$ cat src/base64_decoder_qp_tolerant_defines.svh
// Assertion macros shared by the base64 decoder RTL.
`ifndef BASE64_DECODER_QP_TOLERANT_DEFINES_SVH
`define BASE64_DECODER_QP_TOLERANT_DEFINES_SVH

// Checks that a condition implies another in the same cycle.
`define B64D_ASSERT_IMPLY(lbl, ante, cons) \
  lbl: assert property (@(posedge clk) disable iff (!rst_n) (ante) |-> (cons)) \
    else $error("b64d: same-cycle implication failed");

// Checks that a condition implies another in the following cycle.
`define B64D_ASSERT_NEXT(lbl, ante, cons) \
  lbl: assert property (@(posedge clk) disable iff (!rst_n) (ante) |=> (cons)) \
    else $error("b64d: next-cycle implication failed");

`endif

$ cat src/b64d_pkg.sv
// Types, codes and decode functions of the base64 decoder.
package b64d_pkg;

  // Queue between the front and back parts; depth must be a power of two.
  localparam int QDEPTH = 4;
  localparam int QPTR_W = $clog2(QDEPTH);
  localparam int QCNT_W = $clog2(QDEPTH + 1);

  // Characters that the decoder looks for.
  localparam logic [7:0] CH_EQ   = 8'h3D;
  localparam logic [7:0] CH_3    = 8'h33;
  localparam logic [7:0] CH_4    = 8'h34;
  localparam logic [7:0] CH_6    = 8'h36;
  localparam logic [7:0] CH_UD   = 8'h44;
  localparam logic [7:0] CH_LD   = 8'h64;
  localparam logic [7:0] CH_UA   = 8'h41;
  localparam logic [7:0] CH_UZ   = 8'h5A;
  localparam logic [7:0] CH_LA   = 8'h61;
  localparam logic [7:0] CH_LZ   = 8'h7A;
  localparam logic [7:0] CH_0    = 8'h30;
  localparam logic [7:0] CH_9    = 8'h39;
  localparam logic [7:0] CH_PLUS = 8'h2B;
  localparam logic [7:0] CH_DIV  = 8'h2F;
  localparam logic [5:0] SX_F    = 6'd5;

  // Escape progress codes.
  localparam logic [3:0] ESC_NONE       = 4'd0;
  localparam logic [3:0] ESC_P0_EQ      = 4'd1;
  localparam logic [3:0] ESC_P0_EQ4     = 4'd2;
  localparam logic [3:0] ESC_P2_EQ      = 4'd3;
  localparam logic [3:0] ESC_P2_EQ3     = 4'd4;
  localparam logic [3:0] ESC_P2_EQ3D    = 4'd5;
  localparam logic [3:0] ESC_P2_EQ3DEQ  = 4'd6;
  localparam logic [3:0] ESC_P2_EQ3DEQ3 = 4'd7;
  localparam logic [3:0] ESC_P2_EQEQ    = 4'd8;
  localparam logic [3:0] ESC_P2_EQEQ3   = 4'd9;
  localparam logic [3:0] ESC_P3_EQ      = 4'd10;
  localparam logic [3:0] ESC_P3_EQ3     = 4'd11;

  // Replay codes returned by one character step.
  localparam logic [1:0] RET_DONE     = 2'd0;
  localparam logic [1:0] RET_REPLAY_C = 2'd1;
  localparam logic [1:0] RET_REPLAY_3 = 2'd2;

  localparam logic [1:0] MAX_RES = 2'd3;

  typedef struct packed {
    logic [1:0]  gpos;
    logic [17:0] store;
    logic [3:0]  esc;
    logic        disc;
  } dec_state_t;

  typedef struct packed {
    logic [1:0]      cnt;
    logic [2:0][7:0] data;
    logic [2:0]      bad;
  } res_set_t;

  typedef struct packed {
    dec_state_t st;
    res_set_t   rs;
  } step_t;

  typedef struct packed {
    step_t      sr;
    logic [1:0] ret;
  } take_t;

  // One queue entry: the results of one request and its end-of-text mark.
  typedef struct packed {
    res_set_t rs;
    logic     fin;
  } entry_t;

  typedef struct packed {
    logic empty;
    logic full;
  } q_status_t;

  // Maps a character to its sextet; bit 6 set means not in the alphabet.
  function automatic logic [6:0] sextet_of(logic [7:0] c);
    logic [7:0] d;
    d = 8'd0;
    if (c >= CH_UA && c <= CH_UZ) begin
      d = c - CH_UA;
    end else if (c >= CH_LA && c <= CH_LZ) begin
      d = c - CH_LA + 8'd26;
    end else if (c >= CH_0 && c <= CH_9) begin
      d = c - CH_0 + 8'd52;
    end else if (c == CH_PLUS) begin
      d = 8'd62;
    end else if (c == CH_DIV) begin
      d = 8'd63;
    end else begin
      d = 8'd64;
    end
    return d[6:0];
  endfunction

  function automatic logic is_d(logic [7:0] c);
    return (c == CH_UD) || (c == CH_LD);
  endfunction

  function automatic logic [17:0] push_sextet(logic [17:0] st, logic [5:0] v);
    return {st[11:0], v};
  endfunction

  // Appends one result unless three are already there.
  function automatic res_set_t emit_res(res_set_t r, logic [7:0] b, logic bad);
    res_set_t o;
    o = r;
    if (r.cnt != MAX_RES) begin
      o.data[r.cnt] = b;
      o.bad[r.cnt]  = bad;
      o.cnt         = r.cnt + 2'd1;
    end
    return o;
  endfunction

  function automatic step_t clear_group(step_t x);
    step_t o;
    o          = x;
    o.st.gpos  = 2'd0;
    o.st.store = 18'd0;
    o.st.esc   = ESC_NONE;
    return o;
  endfunction

  function automatic step_t fail_fn(step_t x);
    step_t o;
    o         = x;
    o.rs      = emit_res(o.rs, 8'd0, 1'b1);
    o         = clear_group(o);
    o.st.disc = 1'b1;
    return o;
  endfunction

  // Closes a group with the stored three sextets and s3, giving nb bytes.
  function automatic step_t close_fn(step_t x, logic [5:0] s3, logic [1:0] nb);
    step_t      o;
    logic [5:0] s0;
    logic [5:0] s1;
    logic [5:0] s2;
    o  = x;
    s0 = x.st.store[17:12];
    s1 = x.st.store[11:6];
    s2 = x.st.store[5:0];
    o.rs = emit_res(o.rs, {s0, s1[5:4]}, 1'b0);
    if (nb > 2'd1) begin
      o.rs = emit_res(o.rs, {s1[3:0], s2[5:2]}, 1'b0);
    end
    if (nb > 2'd2) begin
      o.rs = emit_res(o.rs, {s2[1:0], s3}, 1'b0);
    end
    o = clear_group(o);
    return o;
  endfunction

  function automatic step_t pads_fn(step_t x);
    step_t o;
    o          = x;
    o.st.store = push_sextet(x.st.store, 6'd0);
    return close_fn(o, 6'd0, 2'd1);
  endfunction

  // Handles one character against the current state.
  function automatic take_t take_fn(step_t x, logic [7:0] c);
    take_t      t;
    logic [6:0] sx;
    logic       do_fail;
    t.sr    = x;
    t.ret   = RET_DONE;
    sx      = sextet_of(c);
    do_fail = 1'b0;
    if (!x.st.disc) begin
      unique case (x.st.esc)
        ESC_NONE: begin
          if (c == CH_EQ && x.st.gpos != 2'd1) begin
            t.sr.st.esc = (x.st.gpos == 2'd0) ? ESC_P0_EQ :
                          (x.st.gpos == 2'd2) ? ESC_P2_EQ : ESC_P3_EQ;
          end else if (sx[6]) begin
            do_fail = 1'b1;
          end else if (x.st.gpos == 2'd3) begin
            t.sr = close_fn(x, sx[5:0], 2'd3);
          end else begin
            t.sr.st.store = push_sextet(x.st.store, sx[5:0]);
            t.sr.st.gpos  = x.st.gpos + 2'd1;
          end
        end
        ESC_P0_EQ: begin
          if (c == CH_4) t.sr.st.esc = ESC_P0_EQ4;
          else do_fail = 1'b1;
        end
        ESC_P0_EQ4: begin
          if (c == CH_6) begin
            t.sr.st.store = push_sextet(x.st.store, SX_F);
            t.sr.st.gpos  = 2'd1;
            t.sr.st.esc   = ESC_NONE;
          end else begin
            do_fail = 1'b1;
          end
        end
        ESC_P2_EQ: begin
          if (c == CH_3) t.sr.st.esc = ESC_P2_EQ3;
          else if (c == CH_EQ) t.sr.st.esc = ESC_P2_EQEQ;
          else do_fail = 1'b1;
        end
        ESC_P2_EQ3: begin
          if (is_d(c)) t.sr.st.esc = ESC_P2_EQ3D;
          else do_fail = 1'b1;
        end
        ESC_P2_EQ3D: begin
          if (c == CH_EQ) t.sr.st.esc = ESC_P2_EQ3DEQ;
          else do_fail = 1'b1;
        end
        ESC_P2_EQ3DEQ: begin
          if (c == CH_3) t.sr.st.esc = ESC_P2_EQ3DEQ3;
          else do_fail = 1'b1;
        end
        ESC_P2_EQ3DEQ3: begin
          if (is_d(c)) t.sr = pads_fn(x);
          else do_fail = 1'b1;
        end
        ESC_P2_EQEQ: begin
          if (c == CH_3) begin
            t.sr.st.esc = ESC_P2_EQEQ3;
          end else begin
            t.sr  = pads_fn(x);
            t.ret = RET_REPLAY_C;
          end
        end
        ESC_P2_EQEQ3: begin
          if (is_d(c)) begin
            do_fail = 1'b1;
          end else begin
            t.sr  = pads_fn(x);
            t.ret = RET_REPLAY_3;
          end
        end
        ESC_P3_EQ: begin
          if (c == CH_3) begin
            t.sr.st.esc = ESC_P3_EQ3;
          end else begin
            t.sr  = close_fn(x, 6'd0, 2'd2);
            t.ret = RET_REPLAY_C;
          end
        end
        ESC_P3_EQ3: begin
          t.sr  = close_fn(x, 6'd0, 2'd2);
          t.ret = is_d(c) ? RET_DONE : RET_REPLAY_3;
        end
        default: do_fail = 1'b1;
      endcase
    end
    if (do_fail) begin
      t.sr = fail_fn(x);
    end
    return t;
  endfunction

  // Resolves what is pending when the text ends.
  function automatic step_t finish_fn(step_t x);
    step_t o;
    o = x;
    if (!x.st.disc) begin
      unique case (x.st.esc)
        ESC_NONE: begin
          if (x.st.gpos != 2'd0) o = fail_fn(x);
        end
        ESC_P2_EQEQ:  o = pads_fn(x);
        ESC_P2_EQEQ3: o = fail_fn(pads_fn(x));
        ESC_P3_EQ:    o = close_fn(x, 6'd0, 2'd2);
        ESC_P3_EQ3:   o = fail_fn(close_fn(x, 6'd0, 2'd2));
        default:      o = fail_fn(x);
      endcase
    end
    return o;
  endfunction

  // Full work on one accepted character, replays and end of text included.
  function automatic step_t step_fn(dec_state_t s, logic [7:0] c, logic fin);
    step_t x;
    take_t t1;
    take_t t2;
    take_t t3;
    x.st = s;
    x.rs = '0;
    if (s.disc) begin
      if (fin) x.st = '0;
    end else begin
      t1 = take_fn(x, c);
      x  = t1.sr;
      if (t1.ret == RET_REPLAY_3) begin
        t2 = take_fn(x, CH_3);
        t3 = take_fn(t2.sr, c);
        x  = t3.sr;
      end else if (t1.ret == RET_REPLAY_C) begin
        t2 = take_fn(x, c);
        x  = t2.sr;
      end
      if (fin) begin
        x    = finish_fn(x);
        x.st = '0;
      end
    end
    return x;
  endfunction

endpackage

$ cat src/b64d_front.sv
// Front part: accepts characters, runs the decode state and builds result sets.
module b64d_front (
  input  logic                clk,
  input  logic                rst_n,
  input  logic                in_tvalid,
  output logic                in_tready,
  input  logic [7:0]          in_tdata,   // text_char
  input  logic                in_tlast,   // text_end
  input  b64d_pkg::q_status_t q_stat,
  output logic                q_push,
  output b64d_pkg::entry_t    q_data
);

  b64d_pkg::dec_state_t st_r;
  b64d_pkg::dec_state_t st_nxt;
  b64d_pkg::step_t      step;
  logic                 accept;

  // Take a request whenever the queue has room for its results.
  assign in_tready = !q_stat.full;
  assign accept    = in_tvalid && in_tready;

  // Decode one character, with replays and end handling, in one pass.
  always_comb begin
    step   = b64d_pkg::step_fn(st_r, in_tdata, in_tlast);
    st_nxt = accept ? step.st : st_r;
  end

  // Requests that give no result leave nothing in the queue.
  assign q_push     = accept && (step.rs.cnt != 2'd0);
  assign q_data.rs  = step.rs;
  assign q_data.fin = in_tlast;

  always_ff @(posedge clk) begin
    if (!rst_n) begin
      st_r <= '0;
    end else begin
      st_r <= st_nxt;
    end
  end

endmodule

$ cat src/b64d_queue.sv
// Short queue of result sets between the front and back parts.
module b64d_queue (
  input  logic                clk,
  input  logic                rst_n,
  input  logic                push,
  input  b64d_pkg::entry_t    push_data,
  input  logic                pop,
  output b64d_pkg::entry_t    head,
  output b64d_pkg::q_status_t stat
);

  b64d_pkg::entry_t                  slot_r [b64d_pkg::QDEPTH];
  logic [b64d_pkg::QPTR_W-1:0]       wr_ptr_r;
  logic [b64d_pkg::QPTR_W-1:0]       wr_ptr_nxt;
  logic [b64d_pkg::QPTR_W-1:0]       rd_ptr_r;
  logic [b64d_pkg::QPTR_W-1:0]       rd_ptr_nxt;
  logic [b64d_pkg::QCNT_W-1:0]       cnt_r;
  logic [b64d_pkg::QCNT_W-1:0]       cnt_nxt;

  assign stat.empty = (cnt_r == '0);
  assign stat.full  = (cnt_r == b64d_pkg::QCNT_W'(b64d_pkg::QDEPTH));
  assign head       = slot_r[rd_ptr_r];

  // Pointers wrap on their own since the depth is a power of two.
  always_comb begin
    wr_ptr_nxt = push ? wr_ptr_r + 1'b1 : wr_ptr_r;
    rd_ptr_nxt = pop ? rd_ptr_r + 1'b1 : rd_ptr_r;
    cnt_nxt    = cnt_r;
    if (push && !pop) begin
      cnt_nxt = cnt_r + 1'b1;
    end else if (pop && !push) begin
      cnt_nxt = cnt_r - 1'b1;
    end
  end

  always_ff @(posedge clk) begin
    if (!rst_n) begin
      wr_ptr_r <= '0;
      rd_ptr_r <= '0;
      cnt_r    <= '0;
    end else begin
      wr_ptr_r <= wr_ptr_nxt;
      rd_ptr_r <= rd_ptr_nxt;
      cnt_r    <= cnt_nxt;
    end
  end

  // Payload slots need no reset.
  always_ff @(posedge clk) begin
    if (push) begin
      slot_r[wr_ptr_r] <= push_data;
    end
  end

endmodule

$ cat src/b64d_back.sv
// Back part: sends the results of each queued set one at a time.
module b64d_back (
  input  logic                clk,
  input  logic                rst_n,
  input  b64d_pkg::entry_t    head,
  input  b64d_pkg::q_status_t q_stat,
  output logic                q_pop,
  output logic                out_tvalid,
  input  logic                out_tready,
  output logic [7:0]          out_tdata,  // data_byte
  output logic [1:0]          out_tuser,  // bad_input, run_last
  output logic                out_tlast   // text_done
);

  logic       out_valid_r;
  logic       out_valid_nxt;
  logic [7:0] byte_r;
  logic [7:0] byte_nxt;
  logic       bad_r;
  logic       bad_nxt;
  logic       run_last_r;
  logic       run_last_nxt;
  logic       done_r;
  logic       done_nxt;
  logic [1:0] idx_r;
  logic [1:0] idx_nxt;
  logic       load;
  logic       last_of_set;

  // The output register takes a new result when empty or being taken.
  assign load        = !out_valid_r || out_tready;
  assign last_of_set = (idx_r == head.rs.cnt - 2'd1);
  assign q_pop       = load && !q_stat.empty && last_of_set;

  always_comb begin
    out_valid_nxt = out_valid_r;
    byte_nxt      = byte_r;
    bad_nxt       = bad_r;
    run_last_nxt  = run_last_r;
    done_nxt      = done_r;
    idx_nxt       = idx_r;
    if (load) begin
      out_valid_nxt = !q_stat.empty;
      byte_nxt      = head.rs.data[idx_r];
      bad_nxt       = head.rs.bad[idx_r];
      run_last_nxt  = last_of_set;
      done_nxt      = head.rs.bad[idx_r] || (last_of_set && head.fin);
      if (!q_stat.empty) begin
        idx_nxt = last_of_set ? 2'd0 : idx_r + 2'd1;
      end
    end
  end

  always_ff @(posedge clk) begin
    if (!rst_n) begin
      out_valid_r <= 1'b0;
      idx_r       <= 2'd0;
    end else begin
      out_valid_r <= out_valid_nxt;
      idx_r       <= idx_nxt;
    end
  end

  always_ff @(posedge clk) begin
    byte_r     <= byte_nxt;
    bad_r      <= bad_nxt;
    run_last_r <= run_last_nxt;
    done_r     <= done_nxt;
  end

  assign out_tvalid = out_valid_r;
  assign out_tdata  = byte_r;
  assign out_tuser  = {run_last_r, bad_r};
  assign out_tlast  = done_r;

endmodule

$ cat src/base64_decoder_qp_tolerant.sv
// A character's results pass through a queue slot and then the output register.
// Throughput: one character per cycle while the queue is not full; the output gives
// one result per cycle while out_tready is high, and a four-entry queue absorbs the
// difference. Reset (rst_n low, synchronous) clears the decode state, the queue and
// the output register at once; there is no clearing pass.
`include "base64_decoder_qp_tolerant_defines.svh"

module base64_decoder_qp_tolerant (
  input  logic       clk,
  input  logic       rst_n,
  input  logic       in_tvalid,
  output logic       in_tready,
  input  logic [7:0] in_tdata,   // text_char
  input  logic       in_tlast,   // text_end
  output logic       out_tvalid,
  input  logic       out_tready,
  output logic [7:0] out_tdata,  // data_byte
  output logic [1:0] out_tuser,  // bad_input, run_last
  output logic       out_tlast   // text_done
);

  b64d_pkg::q_status_t q_stat;
  b64d_pkg::entry_t    q_in;
  b64d_pkg::entry_t    q_head;
  logic                q_push;
  logic                q_pop;

  b64d_front u_front (
    .clk       (clk),
    .rst_n     (rst_n),
    .in_tvalid (in_tvalid),
    .in_tready (in_tready),
    .in_tdata  (in_tdata),
    .in_tlast  (in_tlast),
    .q_stat    (q_stat),
    .q_push    (q_push),
    .q_data    (q_in)
  );

  b64d_queue u_queue (
    .clk       (clk),
    .rst_n     (rst_n),
    .push      (q_push),
    .push_data (q_in),
    .pop       (q_pop),
    .head      (q_head),
    .stat      (q_stat)
  );

  b64d_back u_back (
    .clk        (clk),
    .rst_n      (rst_n),
    .head       (q_head),
    .q_stat     (q_stat),
    .q_pop      (q_pop),
    .out_tvalid (out_tvalid),
    .out_tready (out_tready),
    .out_tdata  (out_tdata),
    .out_tuser  (out_tuser),
    .out_tlast  (out_tlast)
  );

  // An error result always ends the text and the request's results.
  `B64D_ASSERT_IMPLY(a_bad_ends_text, out_tvalid && out_tuser[0], out_tlast && out_tuser[1])
  // The end of the text is always the last result of its request.
  `B64D_ASSERT_IMPLY(a_done_is_run_last, out_tvalid && out_tlast, out_tuser[1])
  // The queue never takes an entry when full.
  `B64D_ASSERT_IMPLY(a_push_room, q_push, !q_stat.full)
  // The queue never gives an entry when empty.
  `B64D_ASSERT_IMPLY(a_pop_data, q_pop, !q_stat.empty)
  // An empty queue with nothing pushed stays empty.
  `B64D_ASSERT_NEXT(a_empty_holds, q_stat.empty && !q_push, q_stat.empty)

endmodule

$ cat config.mk
export PLATFORM = sky130hd
export DESIGN_NAME = base64_decoder_qp_tolerant
export DESIGN_NICKNAME = d
export VERILOG_FILES = /design/src/b64d_pkg.sv /design/src/b64d_front.sv /design/src/b64d_queue.sv /design/src/b64d_back.sv /design/src/base64_decoder_qp_tolerant.sv
export VERILOG_INCLUDE_DIRS = /design/src /design/src/src
export SDC_FILE = /design/constraint.sdc
export NUM_CORES = 1
export LEC_CHECK = 0
export BUFFER_PORTS_ARGS = -buffer_cell sky130_fd_sc_hd__buf_2
export CAP_MARGIN = 10
export CORE_MARGIN = 5
export CORE_UTILIZATION = 59
export CTS_BUF_LIST = sky130_fd_sc_hd__clkbuf_2
export DETAILED_ROUTE_END_ITERATION = 8
export HOLD_SLACK_MARGIN = 0.02
export PLACE_DENSITY = 0.74
export SETUP_SLACK_MARGIN = 0.3
export SYNTH_ARGS = -nofsm -noshare
export SYNTH_HDL_FRONTEND = slang
export SYNTH_SLANG_ARGS = --single-unit
$ cat constraint.sdc
create_clock -name clk -period 23.4 [get_ports clk]
set_clock_uncertainty 0.05 [all_clocks]
set_input_delay 1.17 -clock clk [delete_from_list [all_inputs] [get_ports clk]]
set_output_delay 1.17 -clock clk [all_outputs]
set_load 0.05 [all_outputs]
==> results of run 1 <==
[worst paths after layout]
kind | start | end | slack, ns | depth (start not counted)
worst min-delay path | u_queue.wr_ptr_r[1] | u_queue.wr_ptr_r[1] | 0.47 | 2
worst max-delay path | in_tdata[4] | u_queue.cnt_r[2] | 14.74 | 26
worst min register to register | u_queue.wr_ptr_r[1] | u_queue.wr_ptr_r[1] | 0.47 | 2
worst max register to register | u_front.st_r[3] | u_queue.cnt_r[2] | 15.12 | 25
[registers in the layout, summed over array words and instances, names as in the netlist, named ones only]
name and count:
u_queue.slot_r 120, u_queue.rd_ptr_r 2, u_front.st_r 25, u_back.bad_r 1, u_back.out_tlast 1, u_queue.wr_ptr_r 2, u_back.run_last_r 1, u_back.out_tdata 8
u_back.out_tvalid 1, u_back.idx_r 2, u_queue.cnt_r 3
[critical path, stage by stage]
cell and delay [ns]:
buf_2 0.22, nand4bb_1 0.75, o311ai_4 0.58, o21ai_1 0.16
nor2_1 0.23, a41o_1 0.54, a21oi_1 0.28, a22o_1 0.32
ha_1 0.30, a22oi_1 0.12, ha_1 0.23, or3_1 0.47
a311oi_2 0.29, o21ai_2 0.11, or4b_4 0.52, o221a_4 0.27
o21ai_4 0.25, nor2_2 0.08, or4b_4 0.50, a311oi_4 0.49
ha_1 0.26, inv_1 0.06, fa_1 0.37, xor2_1 0.18
or3_1 0.30, a21boi_0 0.17
[layout make-up]
class | count | area, um2
repair buffers | 42 | 252.7
flip-flops and latches | 168 | 4676
inverters | 35 | 131.4
diodes | 2 | 5.005
fillers | 1357 | 6392
multi-input cells | 712 | 5261
clock inverters | 15 | 151.4
clock buffers | 17 | 85.08
well taps | 225 | 281.5
[stage by stage]
stage	utilization	cell area, um2	power (W)	cells	hold slack, ns
after floorplan	-	10320	0.0005545	973	0.4177
after global placement	0.6151	10600	0.0006011	1182	0.4382
after detailed placement	0.6151	10600	0.0006085	1182	0.4436
after CTS	0.6288	10840	0.0007526	1214	0.4693
after global routing	0.6291	10840	0.0007865	1216	0.4846
final	0.6291	10840	0.0007455	1216	0.4677
[per-layer routing]
metal / GRT usage / up-vias / share of wire
met2: 0.4437 / 499 / 0.47
met3: 0.05376 / 95 / 0.087
met1: 0.3824 / 4017 / 0.40
met4: 0.1040 / 0 / 0.043
li1: - / 3817 / -
met5: 0 / - / 0
[report_power, final]
part / switching (W) / internal (W)
Sequential: 0.0000153 / 0.000358
Clock: 0.000111 / 0.0000347
Combinational: 0.000142 / 0.0000843
[logic make-up (layout without fill, tap and decap cells)]
logic type | Yosys count | count (layout) | share of synthesized area
AO/OA/AOI/OAI | 289 | 289 | 0.2098
XOR/XNOR | 7 | 7 | 0.005943
adder cells (fa/ha/maj) | 26 | 26 | 0.03226
buffers and inverters | 93 | 109 | 0.03784
flip-flops | 168 | 168 | 0.4531
multiplexers | 47 | 47 | 0.08235
other | 0 | 2 | 0
AND/OR/NAND/NOR | 343 | 343 | 0.1787
[placed cells by master, fill, tap and decap left out, types with 30 or more instances in the layout]
cell / n
mux4_2: 30
inv_1: 34
nor2_1: 86
o21ai_0: 38
a21oi_1: 47
a22oi_1: 38
dfxtp_1: 36
nand2_1: 74
nor2b_1: 32
edfxtp_1: 131
==> metrics.txt, run 1 <==
pin count of the biggest net entering global routing 39; Leakage 3.531 nW; pre-CTS WS 14.10 ns; initial antenna violation count 1; RSZ-0062 raised after global routing false; Slew Viols, Final 0; post-route clock period utilization 0.3701; worst path required time 23.99 ns; Yosys warnings 0; Post-synth EDFFs 131; Max Cap Viol 0; Rel. slew slack 0.2580; Port-buffer cells 25; row count 48; Starting Density 0.5985; root buf cell clkbuf_2; Avg Cell Area, Syn 10.60 um2; Pwr Density 68.74 mW/mm2; chip height 142.2 um; most instantiated library cell after synthesis edfxtp_1; WS Path Type in -> reg; Final Hold Fails 0; #FFs+latches synth 168; top cell type's share of synthesized area 0.3813; Top FF cell, synth edfxtp_1; vias in the first global route 7828; gp weighted congestion 1.037; Distinct cells, synth 99; clock slew at reported path FFs 0.23 ns; DRT iter0 DRCs 1211; core box area 0.01724 mm2; IO Count 26; f_max 115.5 MHz; 1st-pass router iterations 8; CTS Buf Count 17; Post-synth top cells 131 x edfxtp_1, 86 x nor2_1, 74 x nand2_1; crit path max fanout 18; worst skew pair latency 0.73 ns; Critical Path Start Type primary input; layout cells sized above 1 0.1517; antenna viol nets, final 0; Wirelength per Cell 22.91 um; cells after synthesis 973; H-tree levels 4; Die Wd 142.2 um; worst slew pin tran 1.104 ns; CTS tree built; CTS Hold Bufs 0; Setup Total Neg Slack 0 ns; crit end category register; final wirelength 27860 um; Mapped Area 0.01032 mm2; syn nets 1012; post-CTS resize count 0; outcome complete, no violations; top post-synthesis cells by area edfxtp_1 38%, dfxtp_1 7.2%, mux4_2 6.5%; post-CTS setup buffer count 0; ys async rst share 0; total grt overflow 0; Critical Path AT 9.25 ns; die area 0.02023 mm2; Final Critical Period 8.660 ns; Sink Count 168; dpl hpwl 20140 um; Yosys top cell by area edfxtp_1; buffer levels on the longest clock path 2; register area share after synthesis 0.4531; # setup viols final 0; final worst slack 14.74 ns; Layout Nets 1015; Area Growth Syn to Fin 5.119%; hold crit path type reg -> reg; global-route wire length before repair 43970 um; DR DRC count 0; routed vias 8428; Peak VDD IR 106.7 uV; via/cell ratio 6.931; total track usage 0.2787
No activity file was read; power rests on OpenSTA's default activity.
==> inputs of run 2 (changes only) <==
==> constraint.sdc (replaced) <==
create_clock -name clk -period 8 [get_ports clk]
set_clock_uncertainty 0.05 [all_clocks]
set_input_delay 0.4 -clock clk [delete_from_list [all_inputs] [get_ports clk]]
set_output_delay 0.4 -clock clk [all_outputs]
set_load 0.05 [all_outputs]
==> metrics.txt, run 2 (synthesized netlist as in run 1, its figures left out) <==
outcome complete, no violations (unchanged); hold crit path type in -> reg (was reg -> reg); worst skew pair latency 0.77 ns (was 0.73 ns); RSZ-0062 raised after global routing false (unchanged); antenna viol nets, final 0 (unchanged); Wirelength per Cell 23.65 um (was 22.91 um); worst slew pin tran 1.111 ns (was 1.104 ns); final wirelength 29310 um (was 27860 um); final instance area 0.01102 mm2 (was 0.01084 mm2); R2R setup slack 0.62 ns (was 15.12 ns); Layout Nets 1035 (was 1015); Critical Path AT 8.03 ns (was 9.25 ns); core box area 0.01724 mm2 (unchanged); buffer levels on the longest clock path 2 (unchanged); Leakage 3.642 nW (was 3.531 nW); crit end category register (unchanged); Max Cap Viol 0 (unchanged); total grt overflow 0 (unchanged); most frequent CP cell ha_1 (unchanged); gp weighted congestion 1.046 (was 1.037); Final Hold Fails 0 (unchanged); Die Wd 142.2 um (unchanged); post-route clock period utilization 0.9230; hold worst-path end u_back.out_tvalid (was u_queue.wr_ptr_r[1]); DRT iter0 DRCs 1115 (was 1211); Pwr Density 200.0 mW/mm2 (was 68.74 mW/mm2); # setup viols final 0 (unchanged); commonest non-fill, non-tap cell in the layout edfxtp_1 (unchanged); die area 0.02023 mm2 (unchanged); worst reg2reg path endpoint u_queue.cnt_r[2] (unchanged); Sink Count 168 (unchanged); global-route wire length before repair 46210 um (was 43970 um); initial antenna violation count 1 (unchanged); Critical Path Start Type register (was primary input); WS Path Type reg -> reg (was in -> reg); vias in the first global route 8082 (was 7828); dpl hpwl 21190 um (was 20140 um); CTS tree built (unchanged); DR DRC count 0 (unchanged); H-tree levels 4 (unchanged); fill count 1388 (was 1357); routed vias 8543 (was 8428); Area Growth Syn to Fin 6.804% (was 5.119%); Port-buffer cells 25 (unchanged); 1st-pass router iterations 7 (was 8); pin count of the biggest net entering global routing 39 (unchanged); chip height 142.2 um (unchanged); layout cells sized above 1 0.1705 (was 0.1517); post-CTS setup buffer count 0 (unchanged); CP max-delay cell or4_4 (was nand4bb_1); Rel. slew slack 0.2532 (was 0.2580); Starting Density 0.5985 (unchanged); commonest cells after routing, fill and taps aside 131 x edfxtp_1, 86 x nor2_1, 74 x nand2_1 (unchanged); FF-to-FF path depth 23 (was 25); Setup Total Neg Slack 0 ns (unchanged); total track usage 0.2947 (was 0.2787); root buf cell clkbuf_2 (unchanged); Slew Viols, Final 0 (unchanged); via/cell ratio 6.895 (was 6.931); clock slew at reported path FFs 0.30 ns (was 0.23 ns); Peak VDD IR 298.1 uV (was 106.7 uV); IO Count 26 (unchanged); flip-flop count of the largest register after layout 120 (unchanged); crit path cell chain or4_4 > or4_4 > a41o_1 > a21oi_1 > a22o_1 > ha_1 > a22oi_1 > ha_1 > or3_1 > a311oi_2 > o21ai_2 > or4b_4 > o221a_4 > o21ai_4 > nor2_2 > or4b_4 > a311oi_4 > ha_1 > inv_1 > fa_1 > xor2_1 > or3_1 > a21boi_0; f_max 135.4 MHz; Biggest register u_queue.slot_r (unchanged); placed cell area 0.01074 mm2 (was 0.01060 mm2); CTS Buf Count 17 (unchanged); max incr delay on CP 0.63 ns (was 0.75 ns); row count 48 (unchanged); Hold Path Stages 2 (unchanged); worst path required time 8.64 ns (was 23.99 ns); RR Startpoint u_front.st_r[4] (was u_front.st_r[3]); Hold Path Origin rst_n (was u_queue.wr_ptr_r[1]); Final Critical Period 7.384 ns; crit path max fanout 15 (was 18)
==> run 2: changes by cell type in the layout (fill, tap and decap cells not counted), sizes merged <==
| cell | previous run | this run |
|---|---|---|
| clkinv | 1 | 4 |
| buf | 42 | 60 |
| dlygate4sd3 | 0 | 2 |
| clkinvlp | 4 | 1 |
| diode | 2 | 5 |
==> run 2: critical path, delay by kind of cell, from the launching register on <==
kind	cells	cell delay (ns)
fa+ha+maj	4	1.02
xor+xnor	1	0.17
buf+inv	1	0.06
simple gates	7	3.07
compound gates	10	2.40
flops	1	0.54
==> run 2: per-stage QoR <==
step	cells	hold slack [ns]	setup slack [ns]	power (W)	util
floorplan	973	0.4177	0.3822	0.001622	-
global placement	1200	0.4373	0.4446	0.001761	0.6230
detailed placement	1200	0.4576	0.2730	0.001785	0.6230
CTS	1234	0.05124	0.5470	0.002221	0.6380
global route	1239	0.02192	0.3480	0.002318	0.6392
finish	1239	0.1107	0.6157	0.002204	0.6392
==> run 2: repair_timing <==
action | CTS | global route
gates resized for setup | 0 | 4
endpoints found under the hold margin | 5 | 0
hold buffers | 2 | 0
setup endpoints to repair | 0 | 1
==> run 2: layer usage <==
metal,up-vias,share of wire,global-route usage
met1,4147,0.41,0.3968
met3,95,0.073,0.06149
li1,3845,-,-
met2,456,0.47,0.4671
met5,-,0,0
met4,0,0.045,0.1247
==> run 2: layout make-up <==
cell class | count | area (um2) | area share
multi-input cells | 712 | 5266 | 0.4780
inverters | 35 | 131.4 | 0.01192
clock inverters | 15 | 153.9 | 0.01397
clock buffers | 17 | 85.08 | 0.007722
diodes | 5 | 12.51 | 0.001136
well taps | 225 | 281.5 | 0.02555
repair buffers | 62 | 407.9 | 0.03702
flip-flops and latches | 168 | 4679 | 0.4247
==> run 2: power by group <==
group / internal (W) / switching (W)
sequential: 0.00105 / 0.0000449
combinational: 0.000248 / 0.000419
clock: 0.000103 / 0.000340
total: 0.00140 / 0.000804
==> run 2: worst max path at each step <==
stage	start	endpoint	slack (ns)	cells past startpoint
after floorplan	in_tdata[2]	u_queue.cnt_r[2]	0.38	28
after CTS	u_front.st_r[2]	u_queue.cnt_r[2]	0.55	24
final	u_front.st_r[4]	u_queue.cnt_r[2]	0.62	23
after detailed placement	in_tdata[2]	u_queue.cnt_r[2]	0.27	28
after global placement	in_tdata[0]	u_queue.cnt_r[2]	0.44	27
after global routing	u_front.st_r[4]	u_queue.cnt_r[2]	0.35	23
